<file path="src/rtl/tile_cache_farthest_eviction_macros.svh">
// Assertion macros shared by the tile cache modules.
`ifndef TILE_CACHE_FARTHEST_EVICTION_MACROS_SVH
`define TILE_CACHE_FARTHEST_EVICTION_MACROS_SVH

`ifndef NO_ASSERTIONS

// Require post in the same cycle whenever pre holds.
`define TCFE_ASSERT_SAME(label, clk, rstn, pre, post) \
    label: assert property (@(posedge clk) disable iff (!rstn) (pre) |-> (post)) \
        else $error("tile cache assertion failed");

// Require post in the cycle after pre holds.
`define TCFE_ASSERT_NEXT(label, clk, rstn, pre, post) \
    label: assert property (@(posedge clk) disable iff (!rstn) (pre) |=> (post)) \
        else $error("tile cache assertion failed");

// Forbid a condition at every edge.
`define TCFE_ASSERT_NEVER(label, clk, rstn, cond) \
    label: assert property (@(posedge clk) disable iff (!rstn) !(cond)) \
        else $error("tile cache assertion failed");

`else

`define TCFE_ASSERT_SAME(label, clk, rstn, pre, post)
`define TCFE_ASSERT_NEXT(label, clk, rstn, pre, post)
`define TCFE_ASSERT_NEVER(label, clk, rstn, cond)

`endif

`endif

</file>
<file path="src/rtl/tcfe_pkg.sv">
// Shared types, codes and defaults of the tile cache.
package tcfe_pkg;

    localparam int SLOTS_DEF = 32;
    localparam int GRID_DEF  = 64;

    // Distance of a slot to the center: two 6-bit differences summed
    localparam int DIST_W = 9;

    typedef enum logic [1:0] {
        ST_HIT    = 2'd0,
        ST_FILL   = 2'd1,
        ST_EVICT  = 2'd2,
        ST_REJECT = 2'd3
    } status_t;

    typedef struct packed {
        logic signed [7:0] tile_x;
        logic signed [7:0] tile_z;
        logic              tile_has_data;
        logic [5:0]        center_x;
        logic [5:0]        center_z;
    } req_t;

    typedef struct packed {
        status_t    status;
        logic [4:0] slot;
        logic [5:0] evicted_x;
        logic [5:0] evicted_z;
    } resp_t;

    // Controller to datapath
    typedef struct packed {
        logic    load_req;
        logic    start;
        logic    issue;
        logic    evict_pass;
        logic    write;
        logic    load_out;
        status_t status;
    } dp_cmd_t;

    // Datapath to controller
    typedef struct packed {
        logic reject;
        logic last;
        logic hit_found;
        logic empty_found;
    } dp_stat_t;

endpackage

</file>
<file path="src/rtl/tcfe_ctrl.sv">
// Sequencer of the tile cache: request intake, scan passes, update, result transfer.
`include "tile_cache_farthest_eviction_macros.svh"

module tcfe_ctrl (
    input  logic               aclk,
    input  logic               aresetn,
    input  logic               s_valid,
    output logic               s_ready,
    output logic               m_valid,
    input  logic               m_ready,
    output tcfe_pkg::dp_cmd_t  cmd,
    input  tcfe_pkg::dp_stat_t stat
);

    typedef enum logic [6:0] {
        S_IDLE       = 7'b0000001,
        S_LOOK       = 7'b0000010,
        S_LOOK_WAIT  = 7'b0000100,
        S_DECIDE     = 7'b0001000,
        S_EVICT      = 7'b0010000,
        S_EVICT_WAIT = 7'b0100000,
        S_WRITE      = 7'b1000000
    } state_t;

    // Finished result not yet moved into the output register
    typedef enum logic [1:0] {
        R_EMPTY = 2'b01,
        R_READY = 2'b10
    } res_t;

    state_t             state_reg, state_next;
    res_t               res_reg, res_next;
    tcfe_pkg::status_t  status_reg, status_next;
    logic               m_valid_reg, m_valid_next;
    logic               s_accept;

    assign s_ready  = (state_reg == S_IDLE) && (res_reg == R_EMPTY);
    assign s_accept = s_valid && s_ready;
    assign m_valid  = m_valid_reg;

    // Sequence one request through lookup, optional eviction scan and update
    always_comb begin
        state_next   = state_reg;
        res_next     = res_reg;
        status_next  = status_reg;
        cmd          = '0;
        cmd.status   = status_reg;
        cmd.evict_pass = (state_reg == S_EVICT) || (state_reg == S_EVICT_WAIT);
        case (state_reg)
            S_IDLE: begin
                if (s_accept) begin
                    cmd.load_req = 1'b1;
                    cmd.start    = 1'b1;
                    if (stat.reject) begin
                        status_next = tcfe_pkg::ST_REJECT;
                        res_next    = R_READY;
                    end else begin
                        state_next = S_LOOK;
                    end
                end
            end
            S_LOOK: begin
                cmd.issue = 1'b1;
                if (stat.last) begin
                    state_next = S_LOOK_WAIT;
                end
            end
            S_LOOK_WAIT: begin
                state_next = S_DECIDE;
            end
            S_DECIDE: begin
                if (stat.hit_found) begin
                    status_next = tcfe_pkg::ST_HIT;
                    res_next    = R_READY;
                    state_next  = S_IDLE;
                end else if (stat.empty_found) begin
                    status_next = tcfe_pkg::ST_FILL;
                    state_next  = S_WRITE;
                end else begin
                    status_next = tcfe_pkg::ST_EVICT;
                    cmd.start   = 1'b1;
                    state_next  = S_EVICT;
                end
            end
            S_EVICT: begin
                cmd.issue = 1'b1;
                if (stat.last) begin
                    state_next = S_EVICT_WAIT;
                end
            end
            S_EVICT_WAIT: begin
                state_next = S_WRITE;
            end
            S_WRITE: begin
                cmd.write  = 1'b1;
                res_next   = R_READY;
                state_next = S_IDLE;
            end
            default: begin
                state_next = S_IDLE;
            end
        endcase

        // Move a finished result into the output register once it is free
        if (res_reg == R_READY && (!m_valid_reg || m_ready)) begin
            cmd.load_out = 1'b1;
            res_next     = R_EMPTY;
        end
    end

    assign m_valid_next = cmd.load_out || (m_valid_reg && !m_ready);

    always_ff @(posedge aclk) begin
        if (!aresetn) begin
            state_reg   <= S_IDLE;
            res_reg     <= R_EMPTY;
            status_reg  <= tcfe_pkg::ST_HIT;
            m_valid_reg <= 1'b0;
        end else begin
            state_reg   <= state_next;
            res_reg     <= res_next;
            status_reg  <= status_next;
            m_valid_reg <= m_valid_next;
        end
    end

    `TCFE_ASSERT_NEVER(a_no_overwrite, aclk, aresetn, cmd.load_out && m_valid_reg && !m_ready)
    `TCFE_ASSERT_NEXT(a_reject_direct, aclk, aresetn, s_accept && stat.reject, state_reg == S_IDLE && res_reg == R_READY)
    `TCFE_ASSERT_SAME(a_write_kind, aclk, aresetn, cmd.write, status_reg == tcfe_pkg::ST_FILL || status_reg == tcfe_pkg::ST_EVICT)

endmodule

</file>
<file path="src/rtl/tcfe_datapath.sv">
// Tile cache datapath: slot store, valid bits, scan compare stage and result register.
`include "tile_cache_farthest_eviction_macros.svh"

module tcfe_datapath #(
    parameter int SLOTS = tcfe_pkg::SLOTS_DEF,
    parameter int GRID  = tcfe_pkg::GRID_DEF
) (
    input  logic               aclk,
    input  logic               aresetn,
    input  tcfe_pkg::req_t     s_data,
    output tcfe_pkg::resp_t    m_data,
    input  tcfe_pkg::dp_cmd_t  cmd,
    output tcfe_pkg::dp_stat_t stat
);

    localparam int IDX_W   = $clog2(SLOTS);
    localparam int COORD_W = (GRID > 2) ? $clog2(GRID) : 1;
    localparam int WORD_W  = 2 * COORD_W;
    localparam logic [7:0]         GRID_LIM = 8'(GRID);
    localparam logic [IDX_W-1:0]   LAST_IDX = IDX_W'(SLOTS - 1);

    logic [WORD_W-1:0]  mem [SLOTS];
    logic [SLOTS-1:0]   valid_reg;

    logic [COORD_W-1:0] req_x_reg, req_z_reg;
    logic [5:0]         cx_reg, cz_reg;

    logic [IDX_W-1:0]   cnt_reg;
    logic [WORD_W-1:0]  rd_word_reg;
    logic               rd_valid_reg;
    logic [IDX_W-1:0]   cmp_idx_reg;
    logic               cmp_live_reg;

    logic               hit_found_reg, empty_found_reg;
    logic [IDX_W-1:0]   hit_idx_reg, empty_idx_reg, best_idx_reg;
    logic [tcfe_pkg::DIST_W-1:0] best_dist_reg;
    logic [WORD_W-1:0]  best_word_reg;

    tcfe_pkg::resp_t    out_reg, out_next;

    logic [COORD_W-1:0] rd_col, rd_row;
    logic [tcfe_pkg::DIST_W-1:0] col_a, col_b, row_a, row_b, dcol, drow, slot_dist;
    logic               match;
    logic [IDX_W-1:0]   tgt_idx;
    logic [IDX_W-1:0]   sel_idx;
    logic [7:0]         slot_wide, ex_wide, ez_wide;
    logic               x_out, z_out;

    // Reject when off the grid or without data
    assign x_out = s_data.tile_x[7] || ({1'b0, s_data.tile_x[6:0]} >= GRID_LIM);
    assign z_out = s_data.tile_z[7] || ({1'b0, s_data.tile_z[6:0]} >= GRID_LIM);

    assign stat.reject      = x_out || z_out || !s_data.tile_has_data;
    assign stat.last        = (cnt_reg == LAST_IDX);
    assign stat.hit_found   = hit_found_reg;
    assign stat.empty_found = empty_found_reg;

    // Hold the request
    always_ff @(posedge aclk) begin
        if (cmd.load_req) begin
            req_x_reg <= COORD_W'(s_data.tile_x);
            req_z_reg <= COORD_W'(s_data.tile_z);
            cx_reg    <= s_data.center_x;
            cz_reg    <= s_data.center_z;
        end
    end

    // Slot store: one write port, one registered read port driven by the scan counter
    assign tgt_idx = (cmd.status == tcfe_pkg::ST_FILL) ? empty_idx_reg : best_idx_reg;

    always_ff @(posedge aclk) begin
        if (cmd.write) begin
            mem[tgt_idx] <= {req_x_reg, req_z_reg};
        end
        rd_word_reg  <= mem[cnt_reg];
        rd_valid_reg <= valid_reg[cnt_reg];
        cmp_idx_reg  <= cnt_reg;
    end

    // Valid bits and scan counter
    always_ff @(posedge aclk) begin
        if (!aresetn) begin
            valid_reg    <= '0;
            cnt_reg      <= '0;
            cmp_live_reg <= 1'b0;
        end else begin
            if (cmd.write) begin
                valid_reg[tgt_idx] <= 1'b1;
            end
            if (cmd.start) begin
                cnt_reg <= '0;
            end else if (cmd.issue) begin
                cnt_reg <= cnt_reg + 1'b1;
            end
            cmp_live_reg <= cmd.issue;
        end
    end

    // Score the slot just read
    assign rd_col = rd_word_reg[WORD_W-1:COORD_W];
    assign rd_row = rd_word_reg[COORD_W-1:0];
    assign match  = (rd_col == req_x_reg) && (rd_row == req_z_reg);

    assign col_a = tcfe_pkg::DIST_W'(rd_col);
    assign col_b = tcfe_pkg::DIST_W'(cx_reg);
    assign row_a = tcfe_pkg::DIST_W'(rd_row);
    assign row_b = tcfe_pkg::DIST_W'(cz_reg);
    assign dcol  = (col_a > col_b) ? (col_a - col_b) : (col_b - col_a);
    assign drow  = (row_a > row_b) ? (row_a - row_b) : (row_b - row_a);
    assign slot_dist = dcol + drow;

    // Track first hit, first empty slot and farthest slot
    always_ff @(posedge aclk) begin
        if (!aresetn) begin
            hit_found_reg   <= 1'b0;
            empty_found_reg <= 1'b0;
        end else if (cmd.start) begin
            hit_found_reg   <= 1'b0;
            empty_found_reg <= 1'b0;
        end else if (cmp_live_reg && !cmd.evict_pass) begin
            if (rd_valid_reg && match && !hit_found_reg) begin
                hit_found_reg <= 1'b1;
            end
            if (!rd_valid_reg && !empty_found_reg) begin
                empty_found_reg <= 1'b1;
            end
        end
    end

    always_ff @(posedge aclk) begin
        if (cmp_live_reg && !cmd.evict_pass) begin
            if (rd_valid_reg && match && !hit_found_reg) begin
                hit_idx_reg <= cmp_idx_reg;
            end
            if (!rd_valid_reg && !empty_found_reg) begin
                empty_idx_reg <= cmp_idx_reg;
            end
        end
        // Slot zero seeds the search; later slots win only when strictly farther
        if (cmp_live_reg && cmd.evict_pass) begin
            if (cmp_idx_reg == '0 || slot_dist > best_dist_reg) begin
                best_dist_reg <= slot_dist;
                best_idx_reg  <= cmp_idx_reg;
                best_word_reg <= rd_word_reg;
            end
        end
    end

    // Build the result and hold it until transfer
    always_comb begin
        case (cmd.status)
            tcfe_pkg::ST_HIT:   sel_idx = hit_idx_reg;
            tcfe_pkg::ST_FILL:  sel_idx = empty_idx_reg;
            tcfe_pkg::ST_EVICT: sel_idx = best_idx_reg;
            default:            sel_idx = '0;
        endcase
        slot_wide = 8'(sel_idx);
        ex_wide   = 8'(best_word_reg[WORD_W-1:COORD_W]);
        ez_wide   = 8'(best_word_reg[COORD_W-1:0]);
        out_next.status    = cmd.status;
        out_next.slot      = slot_wide[4:0];
        out_next.evicted_x = (cmd.status == tcfe_pkg::ST_EVICT) ? ex_wide[5:0] : 6'd0;
        out_next.evicted_z = (cmd.status == tcfe_pkg::ST_EVICT) ? ez_wide[5:0] : 6'd0;
    end

    always_ff @(posedge aclk) begin
        if (cmd.load_out) begin
            out_reg <= out_next;
        end
    end

    assign m_data = out_reg;

    `TCFE_ASSERT_SAME(a_fill_empty, aclk, aresetn, cmd.write && cmd.status == tcfe_pkg::ST_FILL, !valid_reg[empty_idx_reg])
    `TCFE_ASSERT_SAME(a_evict_full, aclk, aresetn, cmd.write && cmd.status == tcfe_pkg::ST_EVICT, &valid_reg)
    `TCFE_ASSERT_NEVER(a_scan_overrun, aclk, aresetn, cmd.issue && cmd.start)

endmodule

</file>
<file path="src/rtl/tile_cache_farthest_eviction.sv">
// Tile cache top level: fully associative slots with farthest-from-center replacement.
//
// Input channel s_valid/s_ready/s_data carries a tile request (coordinate, data flag,
// center tile). Output channel m_valid/m_ready/m_data carries one result per request:
// hit, fill of the lowest empty slot, replacement of the farthest slot, or reject.
// Requests are handled one at a time by a sequencer that scans the slot store through
// its single read port, one slot per cycle.
// A reject skips the scans; a hit ends after the lookup scan, a fill adds a write of
// the lowest empty slot, and a replacement a second scan that scores distances.
// Reset clears all valid bits at once; no clearing pass is needed.
// A result waiting in the output register does not block the next request; if the
// receiver stalls, the next finished result waits inside and s_ready stays low
// until the output register is free.
module tile_cache_farthest_eviction #(
    parameter int SLOTS = tcfe_pkg::SLOTS_DEF,
    parameter int GRID  = tcfe_pkg::GRID_DEF
) (
    input  logic            aclk,
    input  logic            aresetn,
    input  logic            s_valid,
    output logic            s_ready,
    input  tcfe_pkg::req_t  s_data,
    output logic            m_valid,
    input  logic            m_ready,
    output tcfe_pkg::resp_t m_data
);

    tcfe_pkg::dp_cmd_t  cmd;
    tcfe_pkg::dp_stat_t stat;

    tcfe_ctrl u_ctrl (
        .aclk    (aclk),
        .aresetn (aresetn),
        .s_valid (s_valid),
        .s_ready (s_ready),
        .m_valid (m_valid),
        .m_ready (m_ready),
        .cmd     (cmd),
        .stat    (stat)
    );

    tcfe_datapath #(
        .SLOTS (SLOTS),
        .GRID  (GRID)
    ) u_datapath (
        .aclk    (aclk),
        .aresetn (aresetn),
        .s_data  (s_data),
        .m_data  (m_data),
        .cmd     (cmd),
        .stat    (stat)
    );

endmodule

</file>
<file path="config.mk">
export PLATFORM = sky130hd
export DESIGN_NAME = tile_cache_farthest_eviction
export DESIGN_NICKNAME = d
export VERILOG_FILES = /design/src/rtl/tcfe_pkg.sv /design/src/rtl/tcfe_ctrl.sv /design/src/rtl/tcfe_datapath.sv /design/src/rtl/tile_cache_farthest_eviction.sv
export VERILOG_INCLUDE_DIRS = /design/src /design/src/rtl
export SDC_FILE = /design/constraint.sdc
export NUM_CORES = 1
export LEC_CHECK = 0
export ABC_AREA = 1
export BUFFER_PORTS_ARGS = -buffer_cell sky130_fd_sc_hd__buf_2
export CORE_MARGIN = 2
export CORE_UTILIZATION = 60
export DETAILED_ROUTE_END_ITERATION = 12
export PLACE_DENSITY = 0.81
export SETUP_SLACK_MARGIN = 0.5
export SLEW_MARGIN = 10
export SYNTH_ARGS = -nofsm -noshare
export SYNTH_HDL_FRONTEND = slang
export SYNTH_SLANG_ARGS = --single-unit
</file>
<file path="constraint.sdc">
create_clock -name aclk -period 11.42 [get_ports aclk]
set_input_delay 2.855 -clock aclk [delete_from_list [all_inputs] [get_ports aclk]]
set_output_delay 2.855 -clock aclk [all_outputs]
set_load 0.01 [all_outputs]
</file>
* Word-level counts from Yosys, hierarchy flattened *
Memory sizes are Yosys's and may differ from the RTL's. A register that Yosys moved wholly into a read port is not among the register bits.
Index checks and enable logic that the tools add are counted.

word-level totals
  RAM bits = 384
  memories kept = 1
  register bits = 137
  input port bits = 33

cells by class
  equality and inequality tests = 20
  magnitude comparators = 8
  bitwise operators = 2
  add/subtract/negate cells = 6
  reductions and logical operators = 39
  multiplexer cells = 34

memories
  name            depth  bits a word  rd ports  clocked after memory_dff  write ports  line                 text
  u_datapath.mem  32     12           1         1                         1            tcfe_datapath.sv:22  logic [WORD_W-1:0] mem [SLOTS];

operators with widths
  operator                                                                      count
  7-bit two-way mux                                                             6
  7-bit one-hot mux with 6 select lines                                         1
  32-bit OR                                                                     1
  6-bit by 6-bit subtractor with 7-bit output                                   4
  9-bit two-way mux                                                             2
  2-bit two-way mux                                                             8
  5-bit one-hot mux with 3 select lines                                         1
  7-bit greater-or-equal comparator, second input constant                      2
  6-bit equality test                                                           2
  6-bit greater-than comparator                                                 2
  5-bit by 6-bit less-than comparator with 1-bit output, second input constant  2
  1-bit logical AND                                                             11
  1-bit two-way mux                                                             10
  9-bit adder                                                                   1
  9-bit greater-than comparator                                                 1
  1-bit logical OR                                                              8
  2-bit != test, second input constant                                          4
  4-bit AND reduction                                                           2
  7-bit by 1-bit equality test with 1-bit output, second input constant         1
  7-bit by 2-bit equality test with 1-bit output, second input constant         1
  7-bit by 3-bit equality test with 1-bit output, second input constant         1
  7-bit by 4-bit equality test with 1-bit output, second input constant         1
  7-bit by 5-bit equality test with 1-bit output, second input constant         1
  7-bit by 6-bit equality test with 1-bit output, second input constant         1
  22 further kinds                                                              35

* Depth between registers and ports, before layout *
  depth after elaboration = 7
  gate-level depth with buffers = 29

* Hierarchy *
A second synthesis with hierarchy kept.

unflattened totals
  cell total of the unflattened synthesis = 2281
  area total of the unflattened synthesis = 23298.6 µm²

modules (own cells, without submodules)
  module         seq. area each (µm²)  instances  area each (µm²)  cells each
  tcfe_datapath  15064.4               1          22536.6          2168
  tcfe_ctrl      240.2                 1          762.0            113

* Least setup slack after synthesis *
No wires, ideal clock.

  kind = flip-flop to flip-flop
  start = register u_datapath.rd_word_reg[2], read port of u_datapath.mem
  end = register u_datapath.best_dist_reg[0] (netlist bit), enable pin
  stages on the path, launching flop included = 26
  path slack = 6445 ps
  required time = 11002 ps
  library setup time = 418 ps
  data arrival time = 4558 ps
  cell sequence = dfxtp_1 > inv_1 > ha_1 > buf_2 > nand2_1 > o21ai_0 > nand2_1 > nand2_1 > nand2_1 > nand2_1 > o21ai_0 > fa_1 > nand3_1 > nand2_1 > nand2_1 > nand2_1 > nand2_1 > nand2_1 > xor2_1 > ha_1 > nand2_1 > nor2_1 > nand4_1 > nand3_1 > nand2_1 > a21oi_1

between the ends
  longest elaborated chain between the ends = 6
  elaborated cells between the ends (all ways) = 8
  those cells by class = add/sub (3); order compare (2); mux (1); reduce/logical (2)

ends and longest elaborated chain
  element                                                                                       line                  text
  start: declaration                                                                            tcfe_datapath.sv:29   logic [WORD_W-1:0] rd_word_reg;
  6-bit by 6-bit subtractor with 7-bit output or 6-bit greater-than comparator (tied branches)  tcfe_datapath.sv:109  assign drow = (row_a > row_b) ? (row_a - row_b) : (row_b - row_a);
  9-bit two-way mux (*)                                                                         tcfe_datapath.sv:109
  9-bit adder (*)                                                                               tcfe_datapath.sv:110  assign slot_dist = dcol + drow;
  named net u_datapath.slot_dist (one bit)                                                      tcfe_datapath.sv:42   logic [tcfe_pkg::DIST_W-1:0] col_a, col_b, row_a, row_b, dcol, drow, slot_dist;
  9-bit greater-than comparator (*)                                                             tcfe_datapath.sv:141  if (cmp_idx_reg == '0 || slot_dist > best_dist_reg) begin
  1-bit logical OR (*)                                                                          tcfe_datapath.sv:141
  2-bit AND reduction (no source line) (*)                                                      -
  end signal: assignment                                                                        tcfe_datapath.sv:142  best_dist_reg <= slot_dist;
  end: declaration                                                                              tcfe_datapath.sv:36   logic [tcfe_pkg::DIST_W-1:0] best_dist_reg;

Mark *: on every way through the listed nets, which the timed path passes. The rest lies on a longest branch.
A chain may end at the register's enable or synchronous reset.

* Final worst setup path *
  start = register u_datapath.rd_word_reg[2], read port of u_datapath.mem
  end = register u_datapath.best_word_reg[5], enable pin

between the ends
  longest elaborated chain between the ends = 6
  elaborated cells between the ends (all ways) = 8
  those cells by class = add/sub (3); order compare (2); mux (1); reduce/logical (2)

ends and longest elaborated chain
  element                                                                                       line                  text
  6-bit by 6-bit subtractor with 7-bit output or 6-bit greater-than comparator (tied branches)  tcfe_datapath.sv:109
  9-bit two-way mux (*)                                                                         tcfe_datapath.sv:109
  9-bit adder (*)                                                                               tcfe_datapath.sv:110
  named net u_datapath.slot_dist (one bit)                                                      tcfe_datapath.sv:42
  9-bit greater-than comparator (*)                                                             tcfe_datapath.sv:141
  1-bit logical OR (*)                                                                          tcfe_datapath.sv:141
  2-bit AND reduction (no source line) (*)                                                      -
  end signal: assignment                                                                        tcfe_datapath.sv:144  best_word_reg <= rd_word_reg;
  end: declaration                                                                              tcfe_datapath.sv:37   logic [WORD_W-1:0] best_word_reg;

Marked as above.

==> run metrics <==
Syn-to-layout area delta=10.77%; first-pass GRT wire length=83,350 µm; CTS buffer count=51; mean post-synth cell area=10.36 µm²; DRC errors left=0; IO Count=54; Tightest Pin Transition=1.129 ns; CTS Root Cell=clkbuf_16; Clock Latency Late Sink=0.59 ns; CTS clk-pin slew, worst paths=0.06 ns; via count of the first global-routing pass=15,630; via count=16,240; DR iter-0 viols=1,929; synthesized flop and latch total=533; CTS hold repair buffers=0; synth unique cells=29; port buffer count=53; status=finished clean; Post-synth EDFFs=463; CP Data Arrival Time=5.21 ns; CTS tree=done; WHS=0.3911 ns; CTS Buffer Depth=3; H-Tree Depth=2; ANT cells=0; number of iterations in the first detailed-routing pass=6; Clock Sinks=533; Metal-1 WL=21,180 µm; Final Hold Vio Count=0; Vias/cell=5.776; Crit path buffers/inverters=4; ys flop type=edfxtp_1; post-route ant nets=0; Crit path top cell by count=nand2_1; Post-CTS Resized=0; CP required=11.68 ns; Die Span X=199.0 µm; Cells after Synth=2,202; Slowest-stage cell, CP=ha_1; met2 routed WL=26,330 µm; fraction of registers with async set/reset=0%; Filler cells=2,629; post-route setup slack=6.473 ns; Layout Nets=2,342; Slew Limit Fails=0; synthesized net count=2,282; hold crit path type=reg -> reg; VDD IR max=0.1033 mV; CP delay by family, top=simple AND/OR/NAND/NOR gates; share of cells above drive strength 1=8.561%; post-place instance area=23,670 µm²; synth warn=0; Row Count=71; Finished Cell Area=25,270 µm²; Die Height=199.0 µm; post-CTS setup buffer count=0; Final GP Congestion=0.9867; FF-to-FF setup slack=6.47 ns; Top Layer Used=met4; fin crit share=43.32%; RSZ-0062 raised after global routing=no; critical path fanouts, max=18; Initial Util=60.71%; Setup Skew=0.01931 ns; Seq/Total Area, Yosys=67.09%; gr ovfl total=0; largest net degree at the start of global routing=91; met3 wire length=4510 µm; final worst path period need=4.947 ns; Slew HR=24.25%; Core Area=37,580 µm²; crit path kind=reg -> reg; Startpoint Class=flip-flop; Leak=9.939 nW; full die area=39,600 µm²; CP endpoint kind=flip-flop; total track usage=27.79%; Largest register FFs=384; WL final=54,480 µm; pwr dens=179.4 nW/µm²; max-cap violation count=0; Fin Setup TNS=0 ns; WL/cell=19.37 µm; critical path's largest stage delay=0.44 ns; highest clock rate=202.1 MHz; initial antenna violation count=0; post-place setup slack=6.539 ns; Setup-failing EPs final=0; Final HPWL DP=32,800 µm; Synth Cell Area=22,810 µm²
report_power, final:
group	switching (mW)	internal [mW]
logic	0.455	0.199
clock network	0.697	0.915
registers	0.0234	2.24
through the flow:
stage               instances  total power [mW]  util, %
floorplan                2202             2.737        -
global placement         2719             2.912    62.99
detailed placement       2719             2.952    62.99
CTS                      2811             4.542    67.18
global route             2812             4.696    67.25
finish                   2812             4.534    67.25
kinds of logic after synthesis:
logic type / Yosys count / synth area share, %
buffers and inverters: 254 / 4.399
xor gates and xnor gates: 14 / 0.5375
and+or+nand+nor: 1232 / 22.38
adders and majority gates: 47 / 2.742
DFF: 533 / 67.09
AOI/OAI and AO/OA: 122 / 2.857
cells in the mapped netlist (2+ instances only):
cell      instances  share of area, %
clkinv_1          4             0.066
nand3_1         295               6.5
o21ai_0          21              0.46
nand4_1           9              0.25
nand3_2           4              0.18
edfxtp_1        463                61
clkbuf_1         45              0.74
xnor2_1           4              0.15
nand3b_1          4              0.13
inv_2             6             0.099
a21o_1            2             0.066
o211ai_1          6              0.20
inv_1           155               2.6
buf_1             4             0.066
dfxtp_1          70               6.1
fa_1              5              0.44
or2_2             3             0.082
nand2_1         723                12
nor2_1          183               3.0
a21oi_1          87               1.9
buf_2            40              0.88
nor2_2            6              0.16
nor3b_1           2             0.066
xor2_1           10              0.38
ha_1             42               2.3
nor3_1            2             0.044
o21ai_2           5              0.19
layout make-up:
| type | count | area, µm² | share of cell area [%] |
|---|---|---|---|
| Tap cell | 511 | 639.4 | 2.530 |
| Sequential cell | 533 | 15310 | 60.59 |
| Clock inverter | 22 | 182.7 | 0.7229 |
| Inverter | 165 | 624.3 | 2.471 |
| Timing Repair Buffer | 96 | 595.6 | 2.357 |
| Clock buffer | 70 | 1389 | 5.496 |
| Multi-Input combinational cell | 1415 | 6528 | 25.83 |
worst reg2reg max path: stages (launching register included):
cell and delay, ns:
dfxtp_1 0.37, inv_1 0.07, ha_1 0.44, nand2_1 0.11, o21ai_0 0.29, nand2_1 0.08
nand2_1 0.06, nand2_1 0.15, inv_1 0.17, nand2_1 0.06, nand2_1 0.06, inv_1 0.04
ha_1 0.34, nand3_1 0.10, nand2_1 0.11, nand2_1 0.06, a21oi_1 0.22, nand2_1 0.09
nand3_1 0.08, nand2_1 0.08, ha_1 0.29, nand2_1 0.07, nor2_1 0.21, nand4_1 0.12
nand3_1 0.10, nand2_1 0.06, a21oi_2 0.41, buf_4 0.37
metal layers:
metal,vias to the layer above,track usage [%]
met5,-,0
met4,0,13.79
met3,158,4.408
met2,854,46.36
met1,7727,35.63
li1,7502,-
worst paths after layout:
path,cells past startpoint,startpoint,endpoint
max,27,u_datapath.rd_word_reg[2],u_datapath.best_word_reg[5]
min,0,u_datapath.cnt_reg[3],u_datapath.cmp_idx_reg[3]
max reg2reg,27,u_datapath.rd_word_reg[2],u_datapath.best_word_reg[5]
min reg2reg,0,u_datapath.cnt_reg[3],u_datapath.cmp_idx_reg[3]
cell usage in the layout, fill, tap and decap left out, types with 2 or more instances in the layout:
master,count
dfxtp_4,2
buf_2,53
nand2_1,723
ha_1,42
bufinv_16,3
clkinv_2,6
a21oi_1,85
clkbuf_1,16
clkbuf_8,2
nor2_2,12
o21ai_2,5
inv_6,2
clkinv_1,14
clkbuf_16,52
inv_1,155
nor3_1,2
fa_1,5
nand3b_1,4
o21ai_0,21
o211ai_1,6
a21o_1,2
nand3_2,4
a21oi_2,2
nor2_1,177
nor3b_1,2
nand4_1,9
or2_2,3
inv_2,5
nand3_1,295
edfxtp_1,463
buf_4,42
dfxtp_1,68
xor2_1,10
xnor2_1,4
(Power assumes the default switching activity.)
